**config.mk**
```make
export PLATFORM = sky130hd
export DESIGN_NAME = ksel_ctrl
export DESIGN_NICKNAME = d
export VERILOG_FILES = /design/src/hw/rtl/ksel_pkg.sv /design/src/hw/rtl/ksel_ctrl.sv
export SDC_FILE = /design/constraint.sdc
export NUM_CORES = 1
export LEC_CHECK = 0
export ABC_AREA = 1
export BUFFER_PORTS_ARGS = -buffer_cell sky130_fd_sc_hd__buf_2
export CAP_MARGIN = 20
export CORE_MARGIN = 10
export CORE_UTILIZATION = 35
export DETAILED_ROUTE_END_ITERATION = 12
export PLACE_DENSITY = 0.74
export SKIP_LAST_GASP = 1
export SYNTH_ARGS = -nofsm -noshare
export SYNTH_HDL_FRONTEND = slang
export SYNTH_SLANG_ARGS = --single-unit
```
**constraint.sdc**
```tcl
create_clock -name clock -period 1.4 [get_ports clock]
set_input_delay 0.14 -clock clock [delete_from_list [all_inputs] [get_ports clock]]
set_output_delay 0.14 -clock clock [all_outputs]
set_load 0.05 [all_outputs]
```
**src/hw/rtl/ksel_pkg.sv**
```systemverilog
// Shared constants, types and command/status bundles for the keyframe selector.
package ksel_pkg;

   localparam int MAX_CELLS   = 1024;
   localparam int ADDR_W      = $clog2(MAX_CELLS);
   localparam int CNT_W       = $clog2(MAX_CELLS + 1);
   localparam int POS_W       = 24;
   localparam int CELL_W      = 20;
   localparam int ENTRY_W     = 3 * CELL_W;
   localparam int DIV_STEPS   = POS_W;
   localparam int MIN_CELL    = 16;
   localparam int CSR_ADDR_W  = 4;

   // Decision codes
   localparam logic [2:0] DEC_OUTSIDE  = 3'd0;
   localparam logic [2:0] DEC_RECENT   = 3'd1;
   localparam logic [2:0] DEC_NEW_CELL = 3'd2;
   localparam logic [2:0] DEC_TAKEN    = 3'd3;
   localparam logic [2:0] DEC_FULL     = 3'd4;

   // Register indexes
   localparam logic [1:0] REG_RADIUS = 2'd0;
   localparam logic [1:0] REG_CELL   = 2'd1;
   localparam logic [1:0] REG_WINDOW = 2'd2;

   typedef struct packed {
      logic load;       // latch a new request
      logic clr_count;  // empty the occupied table
      logic sq_step;    // one step of the squaring sequence
      logic div_start;  // load the dividers
      logic div_step;   // one quotient bit
      logic cell_fix;   // turn quotients into floor cell coordinates
      logic rd_en;      // read table entry at search index
      logic idx_inc;    // advance search index
      logic wr_en;      // append the cell at the fill count
   } cmd_type;

   typedef struct packed {
      logic sq_last;
      logic outside;
      logic recent;
      logic div_last;
      logic at_end;
      logic full;
      logic match;
   } stat_type;

endpackage

```
**src/hw/rtl/ksel_ctrl.sv**
```systemverilog
// Controller state machine sequencing one request through the datapath.
module ksel_ctrl (
   input  logic               clock,
   input  logic               reset,
   input  logic               start,
   input  logic               first_of_query,
   input  ksel_pkg::stat_type stat,
   output ksel_pkg::cmd_type  cmd,
   output logic               busy,
   output logic               rsp_valid,
   output logic [2:0]         rsp_decision
);
   typedef enum logic [3:0] {
      ST_IDLE, ST_ABS, ST_SQR, ST_CMP, ST_DIV, ST_FIX, ST_SRCH, ST_CHK
   } state_type;

   state_type  state_ff, state_in;
   logic       valid_ff, valid_in;
   logic [2:0] dec_ff, dec_in;

   // Next state and commands
   always_comb begin
      state_in = state_ff;
      valid_in = 1'b0;
      dec_in   = dec_ff;
      cmd      = '0;
      case (state_ff)
         ST_IDLE: begin
            if (start) begin
               cmd.load      = 1'b1;
               cmd.clr_count = first_of_query;
               state_in      = ST_ABS;
            end
         end
         ST_ABS: state_in = ST_SQR;
         ST_SQR: begin
            cmd.sq_step = 1'b1;
            if (stat.sq_last) begin
               state_in = ST_CMP;
            end
         end
         ST_CMP: begin
            if (stat.outside) begin
               dec_in   = ksel_pkg::DEC_OUTSIDE;
               valid_in = 1'b1;
               state_in = ST_IDLE;
            end else if (stat.recent) begin
               dec_in   = ksel_pkg::DEC_RECENT;
               valid_in = 1'b1;
               state_in = ST_IDLE;
            end else begin
               cmd.div_start = 1'b1;
               state_in      = ST_DIV;
            end
         end
         ST_DIV: begin
            cmd.div_step = 1'b1;
            if (stat.div_last) begin
               state_in = ST_FIX;
            end
         end
         ST_FIX: begin
            cmd.cell_fix = 1'b1;
            state_in     = ST_SRCH;
         end
         ST_SRCH: begin
            if (!stat.at_end) begin
               cmd.rd_en = 1'b1;
               state_in  = ST_CHK;
            end else if (stat.full) begin
               dec_in   = ksel_pkg::DEC_FULL;
               valid_in = 1'b1;
               state_in = ST_IDLE;
            end else begin
               cmd.wr_en = 1'b1;
               dec_in    = ksel_pkg::DEC_NEW_CELL;
               valid_in  = 1'b1;
               state_in  = ST_IDLE;
            end
         end
         ST_CHK: begin
            if (stat.match) begin
               dec_in   = ksel_pkg::DEC_TAKEN;
               valid_in = 1'b1;
               state_in = ST_IDLE;
            end else begin
               cmd.idx_inc = 1'b1;
               state_in    = ST_SRCH;
            end
         end
         default: state_in = ST_IDLE;
      endcase
   end

   // Hold state and the response strobe
   always_ff @(posedge clock) begin
      if (reset) begin
         state_ff <= ST_IDLE;
         valid_ff <= 1'b0;
         dec_ff   <= ksel_pkg::DEC_OUTSIDE;
      end else begin
         state_ff <= state_in;
         valid_ff <= valid_in;
         dec_ff   <= dec_in;
      end
   end

   assign busy         = (state_ff != ST_IDLE);
   assign rsp_valid    = valid_ff;
   assign rsp_decision = dec_ff;
endmodule

```
==> metrics.txt <==
# TYPE chip_impl_metric gauge
chip_impl_metric{name="row_count",unit=""} 13
chip_impl_metric{name="port-buffer-count",unit=""} 24
chip_impl_info{name="worst_setup_path_startpoint",value="state_ff[1]"} 1
chip_impl_metric{name="mappedNetlistNets",unit=""} 88
chip_impl_metric{name="initial_utilization",unit="%"} 37.7
chip_impl_metric{name="post_route_cells_drive_above_1_share",unit="%"} 54.3
chip_impl_metric{name="timing.slew.headroom",unit="%"} 83.1
chip_impl_metric{name="post_drt_wl_per_cell",unit="µm"} 11.4
chip_impl_metric{name="final-hold-violation-count",unit=""} 0
chip_impl_metric{name="pin_count_of_the_biggest_net_entering_global_routing",unit=""} 9
chip_impl_metric{name="drt_pass1_iterations",unit=""} 3
chip_impl_metric{name="syn2layout_area_growth",unit="%"} 44.8
chip_impl_metric{name="synthesis.yosys.warnings",unit=""} 0
chip_impl_metric{name="period_minus_slack",unit="ns"} 1.36
chip_impl_metric{name="global_route_total_usage_across_every_layer",unit="%"} 8.19
chip_impl_metric{name="drt_drc_violations_left",unit=""} 0
chip_impl_metric{name="wl_met3",unit="µm"} 166
chip_impl_info{name="clock_tree_from_tritoncts",value="built"} 1
chip_impl_metric{name="yosys.cell_types.count",unit=""} 19
chip_impl_info{name="hp-class",value="in -> reg"} 1
chip_impl_metric{name="i_o_pin_count",unit=""} 25
chip_impl_info{name="post_synth_most_frequent_cells",value="sky130_fd_sc_hd__nor2_1 (16), sky130_fd_sc_hd__inv_1 (13), sky130_fd_sc_hd__nand2_1 (9)"} 1
chip_impl_metric{name="maxCapViolCount",unit=""} 0
chip_impl_metric{name="mappedNetlistArea",unit="µm²"} 503
chip_impl_metric{name="route.detailed.vias_per_inst",unit=""} 4.49
chip_impl_metric{name="reg2reg_setup_slack",unit="ns"} 0.24
chip_impl_metric{name="vias_in_the_first_global_route",unit=""} 585
chip_impl_metric{name="timing.critical_path.fanout_max",unit=""} 7
chip_impl_info{name="worstReg2RegEnd",value="rsp_decision[0]"} 1
chip_impl_info{name="critical_path_class",value="reg -> out"} 1
chip_impl_metric{name="layout_setup_ws",unit="ns"} 0.0363
chip_impl_info{name="run_status",value="complete, no violations"} 1
chip_impl_info{name="worstSetupEndpoint",value="cmd[8]"} 1
chip_impl_metric{name="ys_seq_area_share",unit="%"} 27.9
chip_impl_metric{name="drt-met1-wl",unit="µm"} 599
chip_impl_info{name="clk_root_buffer_cell",value="sky130_fd_sc_hd__clkbuf_4"} 1
chip_impl_metric{name="finClkSkew",unit="ns"} 0.000624
chip_impl_metric{name="placement.setup.worst_slack",unit="ns"} 0.0759
chip_impl_metric{name="final_core_util",unit="%"} 54.6
chip_impl_metric{name="detailed_place_hpwl",unit="µm"} 1130
chip_impl_metric{name="worst_ep_arrival_time",unit="ns"} 1.22
chip_impl_metric{name="tritoncts.num_buffers",unit=""} 3
chip_impl_metric{name="post_synth.cell_area_avg",unit="µm²"} 6.53
chip_impl_metric{name="routed_wirelength",unit="µm"} 1370
chip_impl_metric{name="asyncSetResetFlopFracSynth",unit="%"} 0
chip_impl_metric{name="synth-edff-count",unit=""} 0
chip_impl_info{name="most_frequent_cell_after_synthesis",value="sky130_fd_sc_hd__nor2_1"} 1
chip_impl_metric{name="overflow",unit=""} 0
chip_impl_metric{name="worst_ir_drop_vdd",unit="mV"} 0.446
chip_impl_metric{name="antennaDiodeCount",unit=""} 0
chip_impl_metric{name="place_congestion",unit=""} 0.772
chip_impl_metric{name="area_occupied_by_registers",unit="µm²"} 149
chip_impl_metric{name="synth_top_area_share",unit="%"} 27.9
chip_impl_metric{name="finalSetupViolCount",unit=""} 0
chip_impl_metric{name="die_w",unit="µm"} 57.9
chip_impl_info{name="synthFlopType",value="sky130_fd_sc_hd__dfxtp_1"} 1
chip_impl_metric{name="clkSinkCount",unit=""} 7
chip_impl_info{name="rsz_0062_raised_after_global_routing",value="true"} 1
chip_impl_metric{name="num-fill-cells",unit=""} 127
chip_impl_metric{name="postSynthRegisterBits",unit=""} 7
chip_impl_metric{name="routed-via-count",unit=""} 539
chip_impl_metric{name="worstSkewPairLatency",unit="ns"} 0.25
chip_impl_metric{name="h_tree_depth",unit=""} 1
chip_impl_metric{name="met2_length",unit="µm"} 571
chip_impl_metric{name="report.final.slew_viol_count",unit=""} 0
chip_impl_metric{name="drt_first_iter_violations",unit=""} 2
chip_impl_metric{name="max_slew.worst_pin.slew",unit="ns"} 0.255
chip_impl_metric{name="p_leak",unit="nW"} 0.420
chip_impl_metric{name="clock_path_buffers",unit=""} 2
chip_impl_info{name="top_layer",value="met4"} 1
chip_impl_info{name="crit_path_end_kind",value="output pin"} 1
chip_impl_metric{name="grt_pass1_wl",unit="µm"} 2210
chip_impl_info{name="yosys.area.top_type",value="sky130_fd_sc_hd__dfxtp_1"} 1
chip_impl_info{name="synth_top_cells_by_area",value="sky130_fd_sc_hd__dfxtp_1 (28%), sky130_fd_sc_hd__nor2_1 (12%), sky130_fd_sc_hd__inv_1 (9.7%), sky130_fd_sc_hd__nand2_1 (6.7%), sky130_fd_sc_hd__nand2_2 (6.2%)"} 1
chip_impl_metric{name="number_of_nets_at_the_end_of_the_flow",unit=""} 117
chip_impl_metric{name="die_height",unit="µm"} 57.9
chip_impl_metric{name="floorplan.die_area",unit="µm²"} 3350
chip_impl_metric{name="design.core.area",unit="µm²"} 1330
chip_impl_metric{name="detail-route-antenna-nets",unit=""} 0
chip_impl_metric{name="number_of_antenna_violations_at_the_first_check_in_global_routing",unit=""} 0
chip_impl_info{name="start_kind",value="flip-flop"} 1
chip_impl_metric{name="post_synth_inst_count",unit=""} 77
chip_impl_metric{name="clk_pin_slew",unit="ns"} 0.05
chip_impl_metric{name="multi_input_area",unit="µm²"} 298
chip_impl_metric{name="layout_worst_path_cycle_share",unit="%"} 97.4
chip_impl_metric{name="cp_data_required_time",unit="ns"} 1.26
chip_impl_metric{name="power_density",unit="nW/µm²"} 888
chip_impl_info{name="worstReg2RegStart",value="state_ff[0]"} 1
chip_impl_metric{name="max_clock_freq",unit="MHz"} 733
chip_impl_metric{name="r2r.worst_path.cells",unit=""} 6
chip_impl_metric{name="cts_hold_repair.buffers",unit=""} 0
==> worst max-delay path, cell delays in order (launching register included) <==
cell and delay, ns:
sky130_fd_sc_hd__dfxtp_4 0.37, sky130_fd_sc_hd__nor3_2 0.22, sky130_fd_sc_hd__inv_2 0.09, sky130_fd_sc_hd__nor2_4 0.10, sky130_fd_sc_hd__buf_4 0.19
==> metrics by stage <==
step,total power [mW],setup TNS (ns),hold slack [ns],instance area (µm²),instances
after floorplan,0.395,-0.0624,0.202,520,77
after global placement,0.441,0,0.391,652,116
after detailed placement,0.445,0,0.381,652,116
after CTS,0.642,-0.0508,0.117,701,120
after global routing,0.679,-0.0494,0.127,728,120
final,0.647,0,0.121,728,120
==> worst min path at each step <==
stage,end,startpoint,cells after the start,slack [ns]
2_1_floorplan,rsp_decision[1],reset,1,0.20
3_3_place_gp,rsp_decision[1],reset,2,0.39
3_5_place_dp,rsp_decision[2],reset,2,0.38
4_1_cts,rsp_decision[2],reset,2,0.12
5_1_grt,rsp_decision[2],reset,2,0.13
6_report,rsp_decision[2],reset,2,0.12
==> cell families after synthesis <==
group           share of synthesized area [%]
compound gates                           7.46
buf+inv                                  17.9
flops                                    27.9
simple gates                             46.8
==> cell type report <==
type	instances	area share [%]
Tap cell	15	2.58
Clock buffer	4	3.61
Sequential cell	7	20.4
Multi-Input combinational cell	50	40.9
Timing Repair Buffer	26	23.2
Inverter	18	9.28
==> registers in the layout, indices dropped and copies added (netlist names) <==
name and count:
rsp_valid 1, rsp_decision 3, state_ff 3
==> power breakdown <==
group / internal (mW) / switching [mW]
clock: 0.109 / 0.0773
combinational: 0.0728 / 0.152
sequential: 0.213 / 0.0229
total: 0.395 / 0.252
==> what timing repair did <==
item                                   CTS  global route
gates resized for setup                  9            11
endpoints found under the hold margin    0             0
pin swaps                                0             0
setup endpoints to repair                9             9
buffers inserted                         0             0
==> layer usage <==
layer	global-route usage, %	vias to the layer above
met2	13.2	23
met1	7.16	224
met5	0	-
met3	5.66	4
met4	5.70	0
li1	-	288
==> layout by cell type, fill, tap and decap left out <==
cell                       instances
sky130_fd_sc_hd__nor2_2            4
sky130_fd_sc_hd__or2_0             1
sky130_fd_sc_hd__a21oi_1           1
sky130_fd_sc_hd__inv_1            12
sky130_fd_sc_hd__dfxtp_2           1
sky130_fd_sc_hd__nand2_2           5
sky130_fd_sc_hd__buf_2            15
sky130_fd_sc_hd__nand3_1           2
sky130_fd_sc_hd__nand4_2           1
sky130_fd_sc_hd__o22ai_1           1
sky130_fd_sc_hd__nor3_2            2
sky130_fd_sc_hd__nand2_1           9
sky130_fd_sc_hd__dfxtp_4           2
sky130_fd_sc_hd__buf_6             3
sky130_fd_sc_hd__dfxtp_1           4
sky130_fd_sc_hd__nand2_4           2
sky130_fd_sc_hd__nand4_1           5
sky130_fd_sc_hd__buf_4             6
sky130_fd_sc_hd__o21ai_2           1
sky130_fd_sc_hd__clkbuf_4          5
sky130_fd_sc_hd__a21oi_2           2
sky130_fd_sc_hd__nor2_4            2
sky130_fd_sc_hd__clkbuf_1          1
sky130_fd_sc_hd__nor2_1           12
sky130_fd_sc_hd__inv_2             6
Power figures use the tool's default switching activity.
